--- src/assert_macros.svh ---
// ----------------------------------------------------------------------------
// Assertion macros
// Shared concurrent assertion wrappers clocked on clk and held off in reset.
// ----------------------------------------------------------------------------
`ifndef ASSERT_MACROS_SVH
`define ASSERT_MACROS_SVH

// Property must hold at every clock edge outside reset.
`define ASSERT_CLK(lbl, prop, msg) \
  lbl: assert property (@(posedge clk) disable iff (!rst_n) prop) else $error(msg);

// Expression must never be true at a clock edge outside reset.
`define ASSERT_NEVER(lbl, expr, msg) \
  lbl: assert property (@(posedge clk) disable iff (!rst_n) !(expr)) else $error(msg);

`endif

--- src/u8d_pkg.sv ---
`timescale 1ns / 1ps
// ----------------------------------------------------------------------------
// UTF-8 decoder package
// Widths, status codes and the decode result type shared by the decoder.
// ----------------------------------------------------------------------------
package u8d_pkg;

  localparam int BYTE_W = 8;
  localparam int CP_W   = 21;
  localparam int REM_W  = 2;
  localparam int STAT_W = 2;

  // Status codes of a result.
  typedef enum logic [STAT_W-1:0] {
    ST_OK      = 2'd0,
    ST_INVALID = 2'd1,
    ST_TRUNC   = 2'd2
  } status_t;

  // Decode result handed from the decode stage to the result register.
  typedef struct packed {
    logic             emit;
    logic [CP_W-1:0]  code_point;
    status_t          status;
  } dec_res_t;

endpackage

--- src/u8d_if.sv ---
`timescale 1ns / 1ps
// ----------------------------------------------------------------------------
// UTF-8 decoder channels
// Valid/ready channels for raw bytes and for decoded code points.
// ----------------------------------------------------------------------------
interface u8d_byte_if;
  import u8d_pkg::*;

  logic              valid;
  logic              ready;
  logic [BYTE_W-1:0] byte_in;

  modport source (output valid, output byte_in, input ready);
  modport sink   (input valid, input byte_in, output ready);
endinterface

interface u8d_cp_if;
  import u8d_pkg::*;

  logic              valid;
  logic              ready;
  logic [CP_W-1:0]   code_point;
  logic [STAT_W-1:0] status;

  modport source (output valid, output code_point, output status, input ready);
  modport sink   (input valid, input code_point, input status, output ready);
endinterface

--- src/u8d_in_stage.sv ---
`timescale 1ns / 1ps
// ----------------------------------------------------------------------------
// UTF-8 decoder input register
// Holds one accepted byte until the decode stage consumes it.
// ----------------------------------------------------------------------------
module u8d_in_stage (
  input  logic                       clk,
  input  logic                       rst_n,
  input  logic                       in_valid,
  output logic                       in_ready,
  input  logic [u8d_pkg::BYTE_W-1:0] in_byte,
  input  logic                       consume,
  output logic                       stage_valid,
  output logic [u8d_pkg::BYTE_W-1:0] stage_byte
);
  import u8d_pkg::*;

  logic              valid_r;
  logic              valid_nxt;
  logic [BYTE_W-1:0] byte_r;

  // The register can take a new byte when empty or emptied this cycle.
  assign in_ready = !valid_r || consume;

  always_comb begin
    valid_nxt = valid_r;
    if (in_valid && in_ready) begin
      valid_nxt = 1'b1;
    end else if (consume) begin
      valid_nxt = 1'b0;
    end
  end

  // Occupancy flag and byte register.
  always_ff @(posedge clk) begin
    if (!rst_n) begin
      valid_r <= 1'b0;
    end else begin
      valid_r <= valid_nxt;
    end
    if (in_valid && in_ready) begin
      byte_r <= in_byte;
    end
  end

  assign stage_valid = valid_r;
  assign stage_byte  = byte_r;

endmodule

--- src/u8d_decode.sv ---
`timescale 1ns / 1ps
// ----------------------------------------------------------------------------
// UTF-8 decoder sequence logic
// Keeps the partial code point and the count of continuation bytes due, and
// classifies each byte into at most one result.
// ----------------------------------------------------------------------------
module u8d_decode (
  input  logic                       clk,
  input  logic                       rst_n,
  input  logic                       fire,
  input  logic [u8d_pkg::BYTE_W-1:0] byte_in,
  output u8d_pkg::dec_res_t          res
);
  import u8d_pkg::*;

  logic [CP_W-1:0]  acc_r;
  logic [CP_W-1:0]  acc_nxt;
  logic [REM_W-1:0] rem_r;
  logic [REM_W-1:0] rem_nxt;
  logic [CP_W-1:0]  shifted;

  // Six payload bits of a continuation byte shift in at the bottom.
  assign shifted = {acc_r[CP_W-7:0], byte_in[5:0]};

  // Next state and result for the byte at the stage output.
  always_comb begin
    acc_nxt        = acc_r;
    rem_nxt        = rem_r;
    res.emit       = 1'b0;
    res.code_point = '0;
    res.status     = ST_OK;
    if (rem_r != '0) begin
      if (byte_in[7:6] == 2'b10) begin
        rem_nxt = rem_r - REM_W'(1);
        if (rem_r == REM_W'(1)) begin
          res.emit       = 1'b1;
          res.code_point = shifted;
          acc_nxt        = '0;
        end else begin
          acc_nxt = shifted;
        end
      end else if (byte_in == '0) begin
        // A NUL byte cuts the sequence short and reports what was built.
        res.emit       = 1'b1;
        res.code_point = acc_r;
        res.status     = ST_TRUNC;
        acc_nxt        = '0;
        rem_nxt        = '0;
      end else begin
        res.emit   = 1'b1;
        res.status = ST_INVALID;
        acc_nxt    = '0;
        rem_nxt    = '0;
      end
    end else begin
      case (byte_in) inside
        8'b0???????: begin
          res.emit       = 1'b1;
          res.code_point = CP_W'(byte_in);
        end
        8'b110?????: begin
          acc_nxt = CP_W'(byte_in[4:0]);
          rem_nxt = REM_W'(1);
        end
        8'b1110????: begin
          acc_nxt = CP_W'(byte_in[3:0]);
          rem_nxt = REM_W'(2);
        end
        8'b11110???: begin
          acc_nxt = CP_W'(byte_in[2:0]);
          rem_nxt = REM_W'(3);
        end
        default: begin
          // Stray continuation byte or a lead byte with five or more leading ones.
          res.emit   = 1'b1;
          res.status = ST_INVALID;
          acc_nxt    = '0;
        end
      endcase
    end
  end

  // Sequence state advances only when the byte is consumed.
  always_ff @(posedge clk) begin
    if (!rst_n) begin
      acc_r <= '0;
      rem_r <= '0;
    end else if (fire) begin
      acc_r <= acc_nxt;
      rem_r <= rem_nxt;
    end
  end

endmodule

--- src/u8d_out_stage.sv ---
`timescale 1ns / 1ps
// ----------------------------------------------------------------------------
// UTF-8 decoder result register
// Holds one decoded result until the downstream side takes it.
// ----------------------------------------------------------------------------
module u8d_out_stage (
  input  logic                       clk,
  input  logic                       rst_n,
  input  logic                       load,
  input  u8d_pkg::dec_res_t          res,
  output logic                       free,
  output logic                       out_valid,
  input  logic                       out_ready,
  output logic [u8d_pkg::CP_W-1:0]   out_code_point,
  output logic [u8d_pkg::STAT_W-1:0] out_status
);
  import u8d_pkg::*;

  logic              valid_r;
  logic              valid_nxt;
  logic [CP_W-1:0]   cp_r;
  logic [STAT_W-1:0] status_r;

  // Free when empty or when the held result transfers this cycle.
  assign free = !valid_r || out_ready;

  always_comb begin
    valid_nxt = valid_r;
    if (load) begin
      valid_nxt = 1'b1;
    end else if (out_ready) begin
      valid_nxt = 1'b0;
    end
  end

  // Result flag and payload.
  always_ff @(posedge clk) begin
    if (!rst_n) begin
      valid_r <= 1'b0;
    end else begin
      valid_r <= valid_nxt;
    end
    if (load) begin
      cp_r     <= res.code_point;
      status_r <= res.status;
    end
  end

  assign out_valid      = valid_r;
  assign out_code_point = cp_r;
  assign out_status     = status_r;

endmodule

--- src/utf8_stream_decoder.sv ---
`timescale 1ns / 1ps
// ----------------------------------------------------------------------------
// UTF-8 stream decoder
// Byte-serial UTF-8 decoder with valid/ready channels on both sides.
// ----------------------------------------------------------------------------
// The decoder takes one byte per cycle and gives zero or one result per byte.
// Each byte is held in an input register, decoded combinationally against
// the running sequence state, and its result is loaded into an output
// register, from which it is offered, once that register is free. A lead
// byte that opens a sequence and inner continuation bytes produce no result.
// Throughput is one byte per cycle; the input stalls only while the output
// register holds a result that the sink does not take.
// ----------------------------------------------------------------------------
module utf8_stream_decoder (
  input  logic            clk,
  input  logic            rst_n,
  u8d_byte_if.sink        in_ch,
  u8d_cp_if.source        out_ch
);
  import u8d_pkg::*;
  `include "assert_macros.svh"

  logic              stage_valid;
  logic [BYTE_W-1:0] stage_byte;
  logic              out_free;
  logic              fire;
  dec_res_t          res;
  logic              out_bad_cp;
  logic              out_stalled;
  logic              drain_only;

  // A staged byte is decoded once the result register has room.
  assign fire = stage_valid && out_free;

  u8d_in_stage u_in (
    .clk         (clk),
    .rst_n       (rst_n),
    .in_valid    (in_ch.valid),
    .in_ready    (in_ch.ready),
    .in_byte     (in_ch.byte_in),
    .consume     (fire),
    .stage_valid (stage_valid),
    .stage_byte  (stage_byte)
  );

  u8d_decode u_dec (
    .clk     (clk),
    .rst_n   (rst_n),
    .fire    (fire),
    .byte_in (stage_byte),
    .res     (res)
  );

  u8d_out_stage u_out (
    .clk            (clk),
    .rst_n          (rst_n),
    .load           (fire && res.emit),
    .res            (res),
    .free           (out_free),
    .out_valid      (out_ch.valid),
    .out_ready      (out_ch.ready),
    .out_code_point (out_ch.code_point),
    .out_status     (out_ch.status)
  );

  // Conditions watched by the checks below.
  assign out_bad_cp  = out_ch.valid && (out_ch.status == ST_INVALID) &&
                       (out_ch.code_point != '0);
  assign out_stalled = out_ch.valid && !out_ch.ready;
  assign drain_only  = stage_valid && !out_ch.valid && !in_ch.valid;

  // Invalid results carry a zero code point.
  `ASSERT_NEVER(a_invalid_zero, out_bad_cp, "invalid result with nonzero code point")
  // The input side stalls only behind a result the sink is refusing.
  `ASSERT_CLK(a_stall_cause, !in_ch.ready |-> (stage_valid && out_stalled), "spurious input stall")
  // A staged byte with room downstream is consumed in the same cycle.
  `ASSERT_CLK(a_no_bubble, drain_only |=> !stage_valid, "staged byte not consumed")

endmodule
--- src/flat_wrapper.sv ---
// flat-port wrapper written by rule: the top's interface ports become plain ports
module utf8_stream_decoder_flat import u8d_pkg::*;
  (clk, rst_n, in_ch_valid, in_ch_byte_in, in_ch_ready, out_ch_valid, out_ch_code_point, out_ch_status, out_ch_ready);
  u8d_byte_if in_ch_i ();
  u8d_cp_if out_ch_i ();
  input  logic clk;
  input  logic rst_n;
  input wire logic [$bits(in_ch_i.valid)-1:0] in_ch_valid;
  input wire logic [$bits(in_ch_i.byte_in)-1:0] in_ch_byte_in;
  output wire logic [$bits(in_ch_i.ready)-1:0] in_ch_ready;
  output wire logic [$bits(out_ch_i.valid)-1:0] out_ch_valid;
  output wire logic [$bits(out_ch_i.code_point)-1:0] out_ch_code_point;
  output wire logic [$bits(out_ch_i.status)-1:0] out_ch_status;
  input wire logic [$bits(out_ch_i.ready)-1:0] out_ch_ready;
  assign in_ch_i.valid = in_ch_valid;
  assign in_ch_i.byte_in = in_ch_byte_in;
  assign in_ch_ready = in_ch_i.ready;
  assign out_ch_valid = out_ch_i.valid;
  assign out_ch_code_point = out_ch_i.code_point;
  assign out_ch_status = out_ch_i.status;
  assign out_ch_i.ready = out_ch_ready;
  utf8_stream_decoder u_core (.clk(clk), .rst_n(rst_n), .in_ch(in_ch_i), .out_ch(out_ch_i));
endmodule
--- config.mk ---
export PLATFORM = sky130hd
export DESIGN_NAME = utf8_stream_decoder_flat
export DESIGN_NICKNAME = d
export VERILOG_FILES = /design/src/u8d_pkg.sv /design/src/u8d_if.sv /design/src/u8d_in_stage.sv /design/src/u8d_decode.sv /design/src/u8d_out_stage.sv /design/src/utf8_stream_decoder.sv /design/src/flat_wrapper.sv
export VERILOG_INCLUDE_DIRS = /design/src /design/src/src
export SDC_FILE = /design/constraint.sdc
export NUM_CORES = 1
export LEC_CHECK = 0
export ABC_AREA = 1
export BUFFER_PORTS_ARGS = -buffer_cell sky130_fd_sc_hd__buf_4
export CORE_ASPECT_RATIO = 1.25
export CORE_MARGIN = 4
export CORE_UTILIZATION = 56
export CTS_BUF_LIST = sky130_fd_sc_hd__clkbuf_16
export DETAILED_ROUTE_END_ITERATION = 6
export GPL_TIMING_DRIVEN = 1
export PLACE_DENSITY = 0.85
export SYNTH_ARGS = -nofsm -noshare
export SYNTH_HDL_FRONTEND = slang
export SYNTH_SLANG_ARGS = --single-unit
--- constraint.sdc ---
create_clock -name clk -period 2.3 [get_ports clk]
set_input_delay 0.69 -clock clk [delete_from_list [all_inputs] [get_ports clk]]
set_output_delay 0.69 -clock clk [all_outputs]
set_load 0.02 [all_outputs]
==> results.cfg <==
[status]
status = complete, no violations

[timing]
hold_viol_final = 0
slew_headroom_pct = 63.8
finalSetupViolCount = 0
rsz0062_at_grt = false
finalSetupTns_ps = 0
fmax_mhz = 521
worstMarginPinSlew_ps = 542
layout_min_cycle_time_ps = 1920
clock_skew_ps = 7.24
fin_crit_sh_pct = 83.5
drv_slew = 0

[die]
die_h_um = 82.4
ioPinCount = 37
core-area_mm2 = 0.00420
die-area_mm2 = 0.00557
start_util_pct = 59.2
rows = 26
die_x_um = 67.6

[setup_path]
critPathKind = flip-flop to flip-flop
cp.required_ps = 2430
reg2reg_slack_ps = 380
crit_path_start_kind = flip-flop
crit_path_frequent_cell = nand2_1
reg2reg_from = u_core.u_in.stage_byte[6]$_DFFE_PP_
worst_setup_path_end_kind = flip-flop
cp_slowest_cell = edfxtp_1
r2r_cells = 5
r2r-end = u_core.u_out.out_code_point[16]$_SDFFCE_PN0P_
crit_path_cell_trace = inv_1 > nand2_1 > nor2_2 > nand2_1 > o21ai_0
critPathArrivalTime_ps = 2050
path_max_fanout = 15
crit_path_max_incr_delay_ps = 490

[clock_tree]
post_cts.repair.setup_buffers = 0
cts.root.buffer_cell = clkbuf_16
clock_path_buffers = 2
cts_htree_levels = 2
post_cts_resized = 0
cts_hold_buf = 0
cts_buffers = 5
clk_latency_ps = 290
clkSinkCount = 56
cts_tree = done
clk_pin_slew_ps = 70

[logic_synthesis]
yosys.area.top_type_share_pct = 37.5
ys_seq_elements = 56
async_flop_share_pct = 0
synthesis.area_mm2 = 0.00248
yosysUniqueCellTypes = 29
synth-simple-area-share_pct = 23.7
synth_top_family_by_area = simple AND/OR/NAND/NOR gates
synth_edf_count = 31
synth-compound-area-share_pct = 11.6
synth.net_count = 273
synth_area_leaders = edfxtp_1 38%, dfxtp_1 20%, nand2_1 9.5%
ys_warn_count = 0
synthCells = 259
synthFlopType = edfxtp_1
synth_mux_area_share_pct = 0
syn_avg_cell_area_um2 = 9.58
ys_seq_area_share_pct = 57.7
synth.largest_area_cell = edfxtp_1
synth_fa_ha_area_share_pct = 1.01
synth_xor_area_share_pct = 0

[placed_design]
io_buffers = 36
hpwl_um = 3170
place_area_mm2 = 0.00280
gp_congestion = 0.883

[min_path]
min_from = u_core.u_dec.acc_r[15]$_SDFFE_PN0P_
hold_path_depth = 2
hold_path_class = flip-flop to flip-flop
hold_path_end = u_core.u_dec.acc_r[15]$_SDFFE_PN0P_

[drt]
drtIter0Drc = 64
ant_nets = 0
vias_per_cell = 5.12
drc = 0
drtPass1Iterations = 4
vias = 1818
wire_per_inst_um = 12.4
drt_wl_total_um = 4390

[power_and_ir_drop]
p_leak_nw = 1.12
p_sw_w = 0.000482
p_comb_share_pct = 9.1
powerDensity_mw_per_mm2 = 698
ir_worst_vdd_mv = 0.551
p_clk_share_pct = 36.3
p_seq_share_pct = 54.6
swShare_pct = 23.5
intPower_w = 0.00157

[cells_and_area]
final_cell_mix = 63 x nand2_1, 39 x buf_4, 31 x nand3_1, 31 x edfxtp_1, 25 x dfxtp_1
final_common_cell = nand2_1
syn2layout_area_growth_pct = 18.7
antenna_cells = 0
drive_gt1_share_pct = 26.1
fin_area_mm2 = 0.00295
fin_nets = 312

[global_route]
grt_antenna_before_repair = 0
grt_max_degree = 27
grt_pass1_wl_um = 7420
grt_usage_pct = 17.8
grt-ovfl-total = 0
first_global_vias = 1594

[job]
maxCapViolations = 0
==> registers in the layout, indices dropped and copies added (netlist names) <==
name                         count
u_core.u_out.out_code_point     21
u_core.u_dec.rem_r               2
u_core.u_in.stage_valid          1
u_core.u_dec.acc_r              21
u_core.u_out.out_status          2
u_core.u_in.stage_byte           8
u_core.u_out.out_valid           1
==> power by group through the flow <==
| stage | combinational [W] | clock (W) | sequential, W |
|---|---|---|---|
| 2_1_floorplan | 0.0000948 | 0 | 0.00117 |
| 3_3_place_gp | 0.000185 | 0 | 0.00114 |
| 3_5_place_dp | 0.000188 | 0 | 0.00115 |
| 4_1_cts | 0.000188 | 0.000761 | 0.00112 |
| 5_1_grt | 0.000206 | 0.000810 | 0.00113 |
| 6_report | 0.000187 | 0.000746 | 0.00112 |
==> critical path, delay by kind of cell, from the launching register on <==
| family | cells | cell delay, ps |
|---|---|---|
| AOI/OAI and AO/OA | 1 | 260 |
| and+or+nand+nor | 3 | 860 |
| DFF | 1 | 490 |
| buffers and inverters | 1 | 150 |
==> layout make-up <==
type | count | area [um^2]
Timing Repair Buffer | 39 | 293
Fill cell | 322 | 1250
Inverter | 26 | 100
Multi-Input combinational cell | 170 | 902
Clock inverter | 3 | 25.0
Clock buffer | 5 | 125
Tap cell | 56 | 70.1
Sequential cell | 56 | 1430
==> worst max-delay path by stage <==
stage,start,to,slack (ps),depth (start not counted)
floorplan,out_ch_ready,u_core.u_out.out_code_point[0]$_DFFE_PP_,340,6
global placement,out_ch_ready,u_core.u_out.out_code_point[19]$_SDFFCE_PN0P_,430,8
detailed placement,out_ch_ready,u_core.u_out.out_code_point[19]$_SDFFCE_PN0P_,400,8
CTS,u_core.u_in.stage_byte[6]$_DFFE_PP_,u_core.u_out.out_code_point[16]$_SDFFCE_PN0P_,410,5
global route,u_core.u_in.stage_byte[6]$_DFFE_PP_,u_core.u_out.out_code_point[16]$_SDFFCE_PN0P_,180,5
finish,u_core.u_in.stage_byte[6]$_DFFE_PP_,u_core.u_out.out_code_point[16]$_SDFFCE_PN0P_,380,5
==> layer usage <==
layer | vias up | global-route usage, % | part of all wire (%)
met2 | 63 | 26.8 | 47
met4 | 0 | 7.10 | 2.7
li1 | 946 | - | -
met1 | 797 | 24.5 | 43
met3 | 12 | 4.33 | 7.3
met5 | - | 0 | 0
==> synth_stat cells (2+ instances only) <==
cell	count
dfxtp_1	25
a21oi_1	12
buf_2	2
o211ai_1	3
nor2_4	3
edfxtp_1	31
nor2_1	10
clkbuf_1	2
inv_2	3
nand3_1	31
nand2_2	10
a21oi_2	10
o22ai_1	2
ha_1	2
o21ai_0	14
inv_1	21
nand2_1	63
o21ai_1	4
==> cell families after synthesis <==
family	count (synthesis)
flip-flops	56
AND/OR/NAND/NOR	121
adder cells (fa/ha/maj)	2
AO/OA/AOI/OAI	47
buffers and inverters	33
==> through the flow <==
step | total power, W | worst slack, ps | util [%] | instances | hold WS, ps
5_1_grt | 0.00214 | 181 | 70.2 | 355 | 494
3_5_place_dp | 0.00133 | 400 | 66.6 | 347 | 463
2_1_floorplan | 0.00126 | 342 | - | 259 | 444
3_3_place_gp | 0.00133 | 428 | 66.6 | 347 | 452
4_1_cts | 0.00207 | 409 | 70.2 | 355 | 471
6_report | 0.00206 | 379 | 70.2 | 355 | 475
No activity file was read; power rests on OpenSTA's default activity.
